$ cat config.mk
export PLATFORM = sky130hd
export DESIGN_NAME = bvfc_cfg_regs
export DESIGN_NICKNAME = d
export VERILOG_FILES = /design/src/sv/bvfc_pkg.sv /design/src/sv/bvfc_cfg_regs.sv
export SDC_FILE = /design/constraint.sdc
export NUM_CORES = 1
export LEC_CHECK = 0
export BUFFER_PORTS_ARGS = -buffer_cell sky130_fd_sc_hd__buf_2
export CORE_MARGIN = 5
export CORE_UTILIZATION = 23
export DETAILED_ROUTE_END_ITERATION = 10
export PLACE_DENSITY = 0.45
export RECOVER_POWER = 50
export SYNTH_ARGS = -nofsm -noshare
export SYNTH_HDL_FRONTEND = slang
export SYNTH_SLANG_ARGS = --single-unit
$ cat constraint.sdc
create_clock -name clk -period 2.1 [get_ports clk]
set_input_delay 0.21 -clock clk [delete_from_list [all_inputs] [get_ports clk]]
set_output_delay 0.21 -clock clk [all_outputs]
set_load 0.02 [all_outputs]
$ cat src/sv/bvfc_pkg.sv
// shared types and constants for the 2d box view culling pipeline
// widths, register indexes and reset values; no dependencies

package bvfc_pkg;

	// field widths
	localparam int COORD_W    = 32;  // box edges and view position
	localparam int OFS_W      = COORD_W + 1;  // corner minus view position
	localparam int ROT_W      = 32;  // cosine and sine, q2.30
	localparam int ROT_FRAC   = 30;
	localparam int PROD_W     = ROT_W + OFS_W;  // one rotation product
	localparam int SUM_W      = PROD_W + 1;  // sum of two products
	localparam int VAL_W      = SUM_W - ROT_FRAC;  // rotated side or depth
	localparam int NEAR_W     = 31;
	localparam int PROJ_W     = 24;
	localparam int PROJ_FRAC  = 16;
	localparam int SX_W       = VAL_W + PROJ_W + 1;  // scaled side
	localparam int CMP_W      = SX_W + 1;  // room for the negated depth
	localparam int CORNERS    = 4;
	localparam int CFG_IDX_W  = 3;
	localparam int CFG_DATA_W = 32;

	// register indexes
	typedef enum logic [CFG_IDX_W-1:0] {
		REG_VIEW_POS_X  = 3'd0,
		REG_VIEW_POS_Y  = 3'd1,
		REG_VIEW_COSINE = 3'd2,
		REG_VIEW_SINE   = 3'd3,
		REG_NEAR_DEPTH  = 3'd4,
		REG_PROJ_SCALE  = 3'd5
	} cfg_reg_t;

	// reset values
	localparam logic [COORD_W-1:0] RST_VIEW_POS  = '0;
	localparam logic [ROT_W-1:0]   RST_COSINE    = ROT_W'(1) << ROT_FRAC;
	localparam logic [ROT_W-1:0]   RST_SINE      = '0;
	localparam logic [NEAR_W-1:0]  RST_NEAR      = NEAR_W'(65536);
	localparam logic [PROJ_W-1:0]  RST_PROJ      = PROJ_W'(65536);

	// live view configuration
	typedef struct packed {
		logic signed [COORD_W-1:0] view_pos_x;
		logic signed [COORD_W-1:0] view_pos_y;
		logic signed [ROT_W-1:0]   view_cosine;
		logic signed [ROT_W-1:0]   view_sine;
		logic [NEAR_W-1:0]         near_depth;
		logic [PROJ_W-1:0]         proj_scale;
	} cfg_t;

	// rotated corners handed from the rotation to the clip stages
	typedef struct packed {
		logic                             valid;
		logic [CORNERS-1:0][VAL_W-1:0]    side;
		logic [CORNERS-1:0][VAL_W-1:0]    depth;
	} corner_t;

endpackage

$ cat src/sv/bvfc_cfg_regs.sv
// view configuration register file for the box culling pipeline
// depends on bvfc_pkg

module bvfc_cfg_regs (
	input  logic                               clk,
	input  logic                               arst_n,
	input  logic                               cfg_valid,
	input  logic [bvfc_pkg::CFG_IDX_W-1:0]     cfg_index,
	input  logic [bvfc_pkg::CFG_DATA_W-1:0]    cfg_data,
	output bvfc_pkg::cfg_t                     cfg
);

	bvfc_pkg::cfg_t cfg_q;

	always_ff @(posedge clk or negedge arst_n) begin
		if (!arst_n) begin
			cfg_q.view_pos_x  <= bvfc_pkg::RST_VIEW_POS;
			cfg_q.view_pos_y  <= bvfc_pkg::RST_VIEW_POS;
			cfg_q.view_cosine <= bvfc_pkg::RST_COSINE;
			cfg_q.view_sine   <= bvfc_pkg::RST_SINE;
			cfg_q.near_depth  <= bvfc_pkg::RST_NEAR;
			cfg_q.proj_scale  <= bvfc_pkg::RST_PROJ;
		end else if (cfg_valid) begin
			unique case (bvfc_pkg::cfg_reg_t'(cfg_index))
				bvfc_pkg::REG_VIEW_POS_X:  cfg_q.view_pos_x  <= cfg_data;
				bvfc_pkg::REG_VIEW_POS_Y:  cfg_q.view_pos_y  <= cfg_data;
				bvfc_pkg::REG_VIEW_COSINE: cfg_q.view_cosine <= cfg_data;
				bvfc_pkg::REG_VIEW_SINE:   cfg_q.view_sine   <= cfg_data;
				bvfc_pkg::REG_NEAR_DEPTH:
					cfg_q.near_depth <= cfg_data[bvfc_pkg::NEAR_W-1:0];
				bvfc_pkg::REG_PROJ_SCALE:
					cfg_q.proj_scale <= cfg_data[bvfc_pkg::PROJ_W-1:0];
				default: ;  // unknown index, write dropped
			endcase
		end
	end

	assign cfg = cfg_q;

endmodule

==> flow_summary.yaml, run 1 <==
die:
  rows: 63
  die_area_mm2: 0.0336
  core-area_mm2: 0.0296
  initial_utilization: 0.233
  die_w_um: 183
  fp.dieH_um: 183
  io_pins: 221
setup_path:
  cp-endpoint: "cfg[25]$_DFFE_PN0P_"
  crit_required_ns: 2.40
  startpoint: "cfg_index[0]"
  rr_worst_depth: 1
  cp.depth: 4
  crit_buf_inv: 2
  rrSetupSlack_ns: 1.29
  cpMaxStageDelayCell: "clkbuf_2"
  path_cells: "buf_2, and4bb_2, clkbuf_2, mux2_2"
  cp-start-kind: "input port"
  path_delay_family: "buffers and inverters"
  reg2reg_to: "cfg[102]$_DFFE_PN0P_"
  criticalPathCategory: "input port to flop"
  reg2reg_from: "cfg[102]$_DFFE_PN0P_"
  worst_path_largest_cell_delay_ns: 0.80
  cp.arrival_ns: 1.91
  cp-end-kind: "flop"
  path_max_fanout: 31
synth:
  synthesis.area_mm2: 0.00692
  netlist.area_leader.share: 0.651
  synthCells: 392
  ys_ff_latch: 183
  netlist_top_cells_area: "dfrtp_1, mux2_2, mux2_1"
  synth_top_area_cell: "dfrtp_1"
  synth_fp_nets: 430
  ys_seq_area_frac: 0.663
  yosys_warnings: 0
  synth_area_per_cell_um2: 17.6
  ys_types: 13
cells_and_area:
  drive_gt1_frac: 0.604
  finish.instance_area_mm2: 0.00903
  fillCellCount: 3051
  diodes: 0
  largest_reg_flops: 183
  syn2layout_area_growth_pct: 30.5
  nets: 666
clocking:
  numCtsBuffers: 17
  post-cts-setup-buffer-count: 0
  clk-insertion-delay-late_ns: 0.41
  h-tree-depth: 4
  clk_pin_slew_ns: 0.07
  clkSinkCount: 183
  cts_tree: "built"
  root_buffer: "clkbuf_16"
  clock_path_buffers: 2
global_routing:
  grt_util_met2: 0.178
  grt_max_degree: 65
  top_usage_layer: "met2"
  grt_usage: 0.110
  grt_pass1_wl_mm: 29.2
  met1_usage: 0.142
  met3_usage: 0.0388
  grt.overflow.total: 0
  grt_pass1_vias: 4774
  antenna_found_initial: 0
detailed_routing:
  drc: 0
  wl_per_cell_um: 17.7
  vias: 4242
  final_antenna_net_count: 0
  dr.pass1.iters: 4
  viasPerCell: 4.12
  drt_iter0_markers: 151
  drt_wl_total_mm: 18.2
outcome:
  status: "finished, final reports clean"
placed_design:
  hpwl_mm: 12.7
  placed_cell_area_mm2: 0.00856
  place_congestion: 0.770
  io_buffer_count: 220
power_and_ir_drop:
  leakage_nw: 4.24
  cellPowerDensity_mw_per_mm2: 1190
  peakVddDrop_v: 0.000371
sta:
  timing.setup.tns_ns: 0
  rsz0062_at_grt: "false"
  tightestPinTransition_ns: 1.17
  maxSlewHeadroom: 0.221
  setup_viol: 0
  hold_viol: 0
  fin_crit_ns: 1.61
  fmax_ghz: 0.622
  final.period_utilization: 0.766
  finClkSkew_ns: 0
  final-max-slew-violation-count: 0
hold_path:
  hold_class: "input port to flop"
job:
  max_cap_violations: 0
==> layer usage <==
metal,vias up,part of all wire
li1,1871,-
met1,2235,0.44
met2,128,0.49
met3,8,0.067
met4,0,0.0084
met5,-,0
==> placed cells by master, fill, tap and decap left out, types with 3 or more instances in the layout <==
| cell | n |
|---|---|
| buf_2 | 219 |
| dfrtp_1 | 180 |
| mux2_2 | 119 |
| mux2_1 | 64 |
| clkbuf_16 | 17 |
| clkbuf_2 | 6 |
| clkbuf_1 | 5 |
| buf_4 | 4 |
| dfstp_2 | 3 |
| clkinvlp_4 | 3 |
==> worst min-delay path by stage <==
| stage | cells after the start | to | slack, ns | startpoint |
|---|---|---|---|---|
| 3_3_place_gp | 1 | cfg[30]$_DFFE_PN0P_ | 0.26 | arst_n |
| 6_report | 2 | cfg[147]$_DFFE_PN0P_ | 0.06 | cfg_data[28] |
| 4_1_cts | 2 | cfg[147]$_DFFE_PN0P_ | 0.03 | cfg_data[28] |
| 5_1_grt | 2 | cfg[111]$_DFFE_PN0P_ | 0.06 | cfg_data[24] |
| 2_1_floorplan | 0 | cfg[0]$_DFFE_PN0P_ | -0.09 | arst_n |
| 3_5_place_dp | 1 | cfg[30]$_DFFE_PN0P_ | 0.26 | arst_n |
==> cell type report <==
class / instances / area (µm²) / share of cell area
Clock inverter: 11 / 140 / 0.0155
Tap cell: 390 / 488 / 0.0541
Sequential cell: 183 / 4580 / 0.508
Timing Repair Buffer: 237 / 1230 / 0.137
Multi-Input combinational cell: 189 / 2140 / 0.237
Clock buffer: 19 / 443 / 0.0491
==> timing repair <==
item                                   4_1_cts  5_1_grt
gates resized for setup                      0        0
endpoints found under the hold margin       53        0
hold buffers                                 1        0
==> where the power goes <==
| part | total (W) | internal, W | switching [W] | leakage (nW) |
|---|---|---|---|---|
| logic | 0.00280 | 0.00109 | 0.00172 | 1.77 |
| clock network | 0.00322 | 0.00180 | 0.00141 | 0.276 |
| registers | 0.00473 | 0.00431 | 0.000421 | 2.19 |
| total | 0.0107 | 0.00720 | 0.00355 | 4.24 |
==> synthesized netlist by cell type <==
cell	n
buf_4	3
nand4b_2	1
nand4b_1	1
mux2_1	64
mux2_2	119
buf_2	7
and4bb_1	1
nor4bb_1	2
dfrtp_1	180
dfstp_2	3
nor4b_4	1
buf_8	6
buf_6	4
==> logic make-up after synthesis <==
family                 synth area share
multiplexers                      0.298
flip-flops                        0.663
buffers and inverters            0.0279
AND/OR/NAND/NOR                  0.0116
==> through the flow <==
stage	hold slack (ns)	util	power (W)	instances	setup slack, ns
after floorplan	-0.0856	-	0.00639	392	0.741
after global placement	0.258	0.289	0.00763	998	0.600
after detailed placement	0.263	0.289	0.00769	998	0.582
after CTS	0.0345	0.309	0.0110	1029	0.744
after global routing	0.0627	0.305	0.0114	1029	0.381
final	0.0617	0.305	0.0107	1029	0.492
Power figures use the tool's default switching activity.
==> run 2, diff against run 1 <==
- ABC_AREA: not set -> 1
- clock period: 2.1 -> 1.6 ns (I/O delays scaled with it)
==> flow_summary.yaml, run 2 <==
cells_and_area:
  nets: 1073
  final_cell_mix: "nand2_1, buf_2, dfrtp_1"
  largest_reg_flops: 183
  layout_commonest_cell: "nand2_1"
  diodes: 0
  finish.instance_area_mm2: 0.00951
  drive_gt1_frac: 0.277
  finish.utilization: 0.311
  syn2layout_area_growth_pct: 33.2
global_routing:
  grt_pass1_vias: 6357
  grt_usage: 0.156
  antenna_found_initial: 1
  grt_pass1_wl_mm: 40.8
  grt_max_degree: 48
  grt.overflow.total: 0
clocking:
  post-cts-setup-buffer-count: 0
  clk_pin_slew_ns: 0.07
  clock_path_buffers: 2
  cts_tree: "built"
  root_buffer: "clkbuf_16"
  numCtsBuffers: 17
  clkSinkCount: 183
  h-tree-depth: 4
  clk-insertion-delay-late_ns: 0.43
placed_design:
  place_congestion: 0.774
  hpwl_mm: 18.2
  placed_cell_area_mm2: 0.00887
  io_buffer_count: 220
synth:
  yosysMostFrequentCell: "nand2_1"
  ys_types: 13
  ys_ff_latch: 183
  synthesis.area_mm2: 0.00714
  synth_common_cells: "nand2_1, dfrtp_1, nand3_1, buf_2, clkbuf_1"
  synth_area_per_cell_um2: 8.90
  ys_seq_area_frac: 0.642
  async_flop_share: 1.00
  synth_fp_nets: 840
  netlist.area_leader.share: 0.631
  synth_ff_type: "dfrtp_1"
  yosys_warnings: 0
  synth_top_area_cell: "dfrtp_1"
  synth_edf_count: 0
  synthCells: 802
  netlist_top_cells_area: "dfrtp_1, nand2_1, nand3_1"
power_and_ir_drop:
  peakVddDrop_v: 0.000703
  cellPowerDensity_mw_per_mm2: 1460
  power_w: 0.0139
  leakage_nw: 5.36
setup_path:
  startpoint: "cfg[40]$_DFFE_PN1P_"
  crit_required_ns: 1.44
  cp-start-kind: "flop"
  cpMaxStageDelayCell: "dfstp_2"
  reg2reg_from: "cfg[40]$_DFFE_PN1P_"
  path_cells: "buf_2"
  path_max_fanout: 2
  worst_path_largest_cell_delay_ns: 0.54
  criticalPathCategory: "flop to primary output"
  path_delay_family: "flip-flops"
  rrSetupSlack_ns: 0.86
  cp-end-kind: "primary output"
  cp.arrival_ns: 1.13
  crit_buf_inv: 1
detailed_routing:
  viasPerCell: 4.30
  wl_met2_mm: 12.5
  met3_length_mm: 2.18
  final_antenna_net_count: 0
  drt_iter0_markers: 337
  drt-met1-wl_mm: 11.7
  wl_per_cell_um: 18.5
  top_layer_used: "met5"
  drc: 0
  vias: 6212
  dr.pass1.iters: 4
  drt_wl_total_mm: 26.7
hold_path:
  hold_class: "input port to flop"
  hold_start: "cfg_data[29]"
die:
  die_area_mm2: 0.0347
  fp.dieH_um: 186
  die_w_um: 186
  core-area_mm2: 0.0306
  initial_utilization: 0.233
  io_pins: 221
  rows: 64
sta:
  final.period_utilization: 0.804
  final-max-slew-violation-count: 0
  fmax_ghz: 0.777
  hold_viol: 0
  rsz0062_at_grt: "false"
  finClkSkew_ns: 0
  tightestPinTransition_ns: 0.733
  timing.setup.tns_ns: 0
  fin_crit_ns: 1.29
  maxSlewHeadroom: 0.511
  setup_viol: 0
  hold_slack_ns: 0.0175
job:
  max_cap_violations: 0
outcome:
  status: "finished, final reports clean"
[run 2: cell families after synthesis]
| logic type | after synthesis | share of synthesized area |
|---|---|---|
| buf+inv | 54 | 0.0356 |
| flops | 183 | 0.642 |
| simple gates | 565 | 0.322 |
[run 2: final timing paths]
check,to,cells after the start
worst max-delay path,cfg[40],1
worst min-delay path,cfg[84]$_DFFE_PN0P_,3
worst max register to register,cfg[40]$_DFFE_PN1P_,2
worst min register to register,cfg[136]$_DFFE_PN0P_,2
max in group asynchronous,cfg[65]$_DFFE_PN0P_,3
min in group asynchronous,cfg[12]$_DFFE_PN0P_,2
[run 2: repair_timing]
action                                 in CTS  in global routing
endpoints found under the hold margin     142                  0
gates resized for setup                     0                  0
hold buffers                               10                  0
[run 2: report_power, final]
group	internal, W	switching (W)	total [W]
Sequential	0.00550	0.000484	0.00598
Combinational	0.00105	0.00238	0.00343
Clock	0.00238	0.00211	0.00449
[run 2: area by class of cell]
cell class / instances / area, µm²
Tap cell: 396 / 495
Inverter: 6 / 22.5
Timing Repair Buffer: 262 / 1490
Sequential cell: 183 / 4580
Multi-Input combinational cell: 565 / 2310
Clock inverter: 15 / 178
Clock buffer: 17 / 425
Fill cell: 3302 / 21100
[run 2: per-layer routing]
layer | global-route usage | vias to the layer above
met5 | 0 | -
met4 | 0.0356 | 2
li1 | - | 2982
met1 | 0.210 | 3021
met3 | 0.0502 | 16
met2 | 0.247 | 191
[run 2: stage by stage]
step | setup WS (ns) | cells
6_report | 0.313 | 1444
5_1_grt | 0.167 | 1444
4_1_cts | 0.276 | 1444
3_5_place_dp | 0.371 | 1402
3_3_place_gp | 0.382 | 1402
2_1_floorplan | 0.688 | 802
==> run 3, diff against run 2 <==
- PLACE_DENSITY: 0.45 -> 0.47
- clock period: 1.6 -> 1.12 ns (I/O delays scaled with it)
==> flow_summary.yaml, run 3 (synthesis gave the netlist of run 2 again) <==
sta:
  setup_viol: 4
  setup_slack_ns: -0.0933
  finClkSkew_ns: 0
  rsz0062_at_grt: "true"
  fin_crit_ns: 1.21
  hold_viol: 0
  final-max-slew-violation-count: 0
  final.period_utilization: 1.08
  maxSlewHeadroom: 0.429
  tightestPinTransition_ns: 0.856
  fmax_ghz: 0.824
cells_and_area:
  multiInputGateArea_mm2: 0.00230
  fillCellCount: 3151
  finish.instance_area_mm2: 0.0114
  fin_cells: 1549
  drive_gt1_frac: 0.317
  nets: 1178
  final_cell_mix: "nand2_1, dfrtp_1, buf_6"
  largest_reg_flops: 183
  syn2layout_area_growth_pct: 59.0
  regArea_mm2: 0.00458
  finish.utilization: 0.371
  diodes: 0
  layout_commonest_cell: "nand2_1"
setup_path:
  worst_path_largest_cell_delay_ns: 0.56
  path_max_fanout: 2
  cp.depth: 1
  path_delay_family: "flip-flops"
  crit_required_ns: 1.01
  cp-start-kind: "flop"
  criticalPathCategory: "flop to primary output"
  cpMaxStageDelayCell: "dfstp_2"
  crit_buf_inv: 1
  cp-end-kind: "primary output"
  cp.arrival_ns: 1.10
  rr_worst_depth: 4
  path_cells: "buf_6"
global_routing:
  grt_pass1_wl_mm: 40.3
  antenna_found_initial: 0
  grt_max_degree: 44
  grt.overflow.total: 0
  grt_pass1_vias: 6507
  grt_usage: 0.153
placed_design:
  place_inst: 1417
  place_congestion: 0.811
  dp_slack_ns: -0.0438
  io_buffer_count: 220
  placed_cell_area_mm2: 0.00910
  hpwl_mm: 18.6
detailed_routing:
  viasPerCell: 4.29
  final_antenna_net_count: 0
  drt_wl_total_mm: 27.5
  drt_iter0_markers: 369
  dr.pass1.iters: 5
  vias: 6647
  wl_per_cell_um: 17.7
  drc: 0
outcome:
  failed_checks: "setup timing"
  status: "finished with violations"
power_and_ir_drop:
  seqPwrFrac: 0.393
  cellPowerDensity_mw_per_mm2: 1970
  peakVddDrop_v: 0.00102
  internal_power_w: 0.0150
  leakage_nw: 6.12
  pwr-share-comb: 0.304
  p_clk_frac: 0.303
  switching_share: 0.331
  switching_power_w: 0.00742
die:
  die_w_um: 186
  io_pins: 221
  core-area_mm2: 0.0306
  fp.dieH_um: 186
  die_area_mm2: 0.0347
  initial_utilization: 0.233
  rows: 64
clocking:
  root_buffer: "clkbuf_16"
  clock_path_buffers: 2
  numCtsBuffers: 17
  clk_pin_slew_ns: 0.08
  clk-insertion-delay-late_ns: 0.42
  clkSinkCount: 183
  h-tree-depth: 4
  cts_tree: "built"
hold_path:
  hold_class: "input port to flop"
  hold_depth: 3
job:
  max_cap_violations: 0
## run 3: worst paths after layout
path | slack (ns) | start | to
setup / recovery | -0.09 | cfg[117]$_DFFE_PN1P_ | cfg[117]
hold / removal | 0.02 | cfg_data[23] | cfg[23]$_DFFE_PN0P_
setup reg to reg | 0.24 | cfg[91]$_DFFE_PN0P_ | cfg[91]$_DFFE_PN0P_
hold reg to reg | 0.47 | cfg[174]$_DFFE_PN0P_ | cfg[174]$_DFFE_PN0P_
max in group asynchronous | 0 | arst_n | cfg[40]$_DFFE_PN1P_
min in group asynchronous | 0.32 | arst_n | cfg[125]$_DFFE_PN0P_
## run 3: area by class of cell
cell class / count / area share
multi-input combinational: 565 / 0.202
clock inverter: 14 / 0.0187
timing repair buffer: 367 / 0.291
inverter: 6 / 0.00198
sequential: 183 / 0.404
tap: 396 / 0.0436
clock buffer: 18 / 0.0387
## run 3: timing repair
item                                   CTS  global route
hold buffers                            32             0
buffers inserted                        14            54
resized for setup                      106           191
setup endpoints to repair               60           157
endpoints found under the hold margin  285             0
## run 3: power groups by stage
| stage | clock network [W] | registers [W] | logic (W) |
|---|---|---|---|
| 2_1_floorplan | 0 | 0.0102 | 0.00115 |
| 3_3_place_gp | 0 | 0.00870 | 0.00499 |
| 3_5_place_dp | 0 | 0.00869 | 0.00505 |
| 4_1_cts | 0.00698 | 0.00867 | 0.00569 |
| 5_1_grt | 0.00726 | 0.00892 | 0.00735 |
| 6_report | 0.00680 | 0.00879 | 0.00681 |
## run 3: per-stage QoR
stage / setup TNS (ns) / total power [W] / hold WS (ns)
after CTS: -0.361 / 0.0213 / 0.00421
after detailed placement: -0.699 / 0.0137 / 0.0335
after global placement: -0.640 / 0.0137 / 0.0323
after floorplan: 0 / 0.0113 / -0.184
final: -0.260 / 0.0224 / 0.0151
after global routing: -12.21 / 0.0235 / 0.00883
## run 3: worst register-to-register path: cells and delay by family (launching register included)
kind	cells	cell delay, ns
AND/OR/NAND/NOR	2	0.11
buffers and inverters	2	0.26
flip-flops	1	0.41
## run 3: layer usage
layer	up-vias	GRT usage	routed length, µm
li1	3188	-	-
met1	3233	0.205	12000
met2	200	0.236	12700
met3	26	0.0500	2270
met4	0	0.0449	506
met5	-	0	0
